## config.mk

```make
export PLATFORM = sky130hd
export DESIGN_NAME = dlsp_controller
export DESIGN_NICKNAME = d
export VERILOG_FILES = /design/src/rtl/dlsp_pkg.sv /design/src/rtl/dlsp_controller.sv
export SDC_FILE = /design/constraint.sdc
export NUM_CORES = 1
export LEC_CHECK = 0
export ABC_AREA = 1
export BUFFER_PORTS_ARGS = -buffer_cell sky130_fd_sc_hd__buf_4
export CORE_AREA = 8 8 45 47
export CTS_CLUSTER_DIAMETER = 30
export DETAILED_ROUTE_END_ITERATION = 16
export DIE_AREA = 0 0 53 55
export SLEW_MARGIN = 20
export SYNTH_ARGS = -nofsm -noshare
export SYNTH_HDL_FRONTEND = slang
export SYNTH_SLANG_ARGS = --single-unit
```

## constraint.sdc

```tcl
create_clock -name clk -period 0.8 [get_ports clk]
set_input_delay 0.2 -clock clk [delete_from_list [all_inputs] [get_ports clk]]
set_output_delay 0.2 -clock clk [all_outputs]
set_load 0.03 [all_outputs]
```

## src/rtl/dlsp_pkg.sv

```systemverilog
// ----------------------------------------------------------------------------
// dlsp_pkg
// Shared types and constants of the dual linked stack pool.
// ----------------------------------------------------------------------------
package dlsp_pkg;

  localparam int POOL_DEPTH_DEF = 256;
  localparam int DATA_W         = 32;

  typedef enum logic [1:0] {
    REQ_PUSH    = 2'd0,
    REQ_POP     = 2'd1,
    REQ_MOVE    = 2'd2,
    REQ_RESTORE = 2'd3
  } req_t;

  typedef enum logic [1:0] {
    ST_OK         = 2'd0,
    ST_MAIN_EMPTY = 2'd1,
    ST_AUX_EMPTY  = 2'd2,
    ST_POOL_FULL  = 2'd3
  } status_t;

  typedef struct packed {
    logic load;
    logic exec;
  } cmd_t;

endpackage

```

## src/rtl/dlsp_controller.sv

```systemverilog
// ----------------------------------------------------------------------------
// dlsp_controller
// Request sequencer: accepts one beat, runs the update step, holds the result.
// ----------------------------------------------------------------------------
module dlsp_controller (
  input  logic            clk,
  input  logic            rst,
  input  logic            req_valid,
  output logic            req_stall,
  output logic            rsp_valid,
  input  logic            rsp_stall,
  output dlsp_pkg::cmd_t  cmd
);

  typedef enum logic [1:0] {
    S_IDLE = 2'b01,
    S_EXEC = 2'b10
  } state_t;

  state_t state;
  state_t state_next;
  logic   accept;

  assign req_stall = !((state == S_IDLE) && (!rsp_valid || !rsp_stall));
  assign accept    = req_valid && !req_stall;
  assign cmd.load  = accept;
  assign cmd.exec  = (state == S_EXEC);

  always_comb begin
    state_next = state;
    unique case (state)
      S_IDLE: if (accept) state_next = S_EXEC;
      S_EXEC: state_next = S_IDLE;
      default: state_next = S_IDLE;
    endcase
  end

  always_ff @(posedge clk) begin
    if (rst) begin
      state     <= S_IDLE;
      rsp_valid <= 1'b0;
    end else begin
      state <= state_next;
      if (cmd.exec) begin
        rsp_valid <= 1'b1;
      end else if (rsp_valid && !rsp_stall) begin
        rsp_valid <= 1'b0;
      end
    end
  end

endmodule

```

==> impl_results.md <==
- Status: finished, violations left
- CTS tree: yes
- Worst endpoint data arrival time: 0.91 ns
- Failing checks: negative setup slack
- Setup WS post-layout: -0.308 ns
- Sequential-to-total area share from yosys stat: 0.440
- Gate count of the mapped netlist: 17
- Reg2reg path depth: 5
- Gr ovfl total: 0
- TNS Setup: -1.17 ns
- DIE AREA: 2920 um2
- Max clock buf depth: 2
- MaxCap Viol Count: 0
- Post-synthesis mux area share: 0
- Clk Latency, worst-skew pair: 0.23 ns
- Synth warnings: 0
- TritonCTS Sinks: 3
- Max Freq: 0.903 GHz
- DP Wirelength: 313 um
- # fillers: 157
- GRT Total Usage: 0.0350
- Period utilization: 1.39
- Max-slew violations: 0
- Critical hold path startpoint: rst
- Vias per cell: 3.20
- Fin area: 334 um2
- Port buffer count: 7
- Post-route ant nets: 0
- Synth unique cells: 10
- Hold Fails Final Rpt: 0
- RSZ-0062 raised after global routing: true
- # DRC: 0
- DR vias: 160
- Max-slew headroom: 0.930
- Die extent in x: 53 um
- Mapped cell area: 136 um2
- Worst R2R Start: state[1]$_SDFFE_PP0P_
- Core footprint: 1380 um2
- Vias in the first global route: 193
- Synth Area in Simple Gates: 0.330
- Final hold slack: 0.140 ns
- Worst hold path endpoint: state[1]$_SDFFE_PP0P_
- CP Capture Type: primary output
- Largest family of logic cells by synthesized area: simple AND/OR/NAND/NOR gates
- Initial Util: 0.0986
- Worst-path clk slew: 0.04 ns
- Placed cell areas: 256 um2
- Crit path time final: 1.11 ns
- WP data required: 0.60 ns
- FF-to-FF setup slack: -0.05 ns
- Leak: 0.000170 uW
- Peak supply drop: 0.351 mV
- Drt pass-1 iters: 1
- Syn_area_per_cell: 8.02 um2
- Synthesis-to-finish area growth: 145%
- Worst Setup Path Type: reg -> out
- # setup viols final: 6
- Routability cong.: 0.653
- Initial DRC Count: 0
- Tightest Hold Check Type: in -> reg
- XOR/XNOR Fraction of Synth Area: 0
- Number of antenna violations at the first check in global routing: 0
- H-Tree Depth: 1
- Seq cells post-synth: 3
- Max Fanout on Critical Path: 3
- Ant diodes: 0
- Core Rows: 14
- Pwr dens: 1700 nW/um2
- Critical Path Start Type: flop
- Final WL: 391 um
- Adder-Cell Fraction of Synth Area: 0
- Global-route wire length before repair: 696 um
- Slew @ Worst Pin: 0.105 ns
- Nets: 39
- FF-to-FF End: state[1]$_SDFFE_PP0P_
- Layout cells sized above 1: 0.824
- Routed WL per cell: 7.82 um
- CTS Root Cell: clkbuf_4
- Num CTS Buffers: 3
- Setup WS pre-CTS: -0.132 ns
- Syn Nets: 21
- Boundary pin count: 8
- Die Height: 55 um
- Hold path cells: 2
- Largest net degree at the start of global routing: 4
- Max Clock Skew: 0.0000261 ns
- Compound-Gate Fraction of Synth Area: 0.0367
-- per-layer routing --
metal	global-route usage	part of all wire
met1	0.0243	0.26
met2	0.0566	0.60
met3	0.0107	0.11
met4	0.0647	0.031
met5	0	0
-- report_power, final --
part	switching [uW]	internal (uW)
logic	62.6	76.6
clock network	76.0	187
registers	9.29	155
-- cell usage in the layout (no fill, tap or decap) --
| cell | instances |
|---|---|
| buf_4 | 7 |
| buf_6 | 7 |
| inv_2 | 4 |
| clkbuf_4 | 3 |
| nand2_1 | 2 |
| dfxtp_4 | 2 |
| nand2_4 | 1 |
| nand4_4 | 1 |
| nor2_4 | 1 |
| inv_1 | 1 |
| nand4_1 | 1 |
| a21oi_1 | 1 |
| nor2_2 | 1 |
| clkbuf_1 | 1 |
| dfxtp_2 | 1 |
-- flip-flops by register name, summed over array words and instances (netlist names) --
register   flops
state          2
rsp_valid      1
-- cells in the mapped netlist --
cell type / number / area [um2]
nand2_1: 2 / 7.51
dfxtp_1: 3 / 60.1
inv_1: 4 / 15.0
nor2_2: 2 / 12.5
buf_4: 1 / 7.51
inv_2: 1 / 3.75
nand4_2: 1 / 12.5
a21oi_1: 1 / 5.00
nand2_2: 1 / 6.26
nand4_1: 1 / 6.26
-- cells by family (layout without fill, tap and decap cells) --
group | after synthesis | in the layout
AND/OR/NAND/NOR | 7 | 7
buffers and inverters | 6 | 23
flip-flops | 3 | 3
AO/OA/AOI/OAI | 1 | 1
-- per-stage QoR --
| stage | instances | utilization | power (uW) |
|---|---|---|---|
| global route | 50 | 0.241 | 608 |
| CTS | 50 | 0.233 | 576 |
| finish | 50 | 0.241 | 566 |
| detailed placement | 44 | 0.185 | 278 |
| global placement | 44 | 0.185 | 276 |
| floorplan | 17 | - | 229 |
-- worst max-delay path by stage --
stage	cells past startpoint	end	from
after floorplan	4	cmd[1]	rsp_valid$_SDFFE_PP0P_
after global placement	4	req_stall	state[0]$_SDFFE_PP1P_
after detailed placement	4	req_stall	state[0]$_SDFFE_PP1P_
after CTS	4	req_stall	state[0]$_SDFFE_PP1P_
after global routing	4	cmd[1]	state[1]$_SDFFE_PP0P_
final	4	cmd[1]	state[1]$_SDFFE_PP0P_
-- timing repair --
item,in CTS,in global routing
pin swaps,1,0
resized for setup,9,3
hold buffers,0,0
buffers inserted,2,0
setup endpoints to repair,6,7
-- layout make-up --
| type | count | area, um2 | share of cell area |
|---|---|---|---|
| clock buffer | 4 | 26.3 | 0.0787 |
| sequential | 3 | 68.8 | 0.206 |
| multi-input combinational | 8 | 68.8 | 0.206 |
| tap | 16 | 20.0 | 0.0599 |
| inverter | 5 | 18.8 | 0.0562 |
| timing repair buffer | 14 | 131 | 0.393 |
-- worst max-delay path, stage by stage (launching register included) --
cell,delay (ns)
dfxtp_2,0.33
inv_2,0.07
nand4_4,0.09
inv_2,0.06
buf_6,0.12
Power figures use the tool's default switching activity.
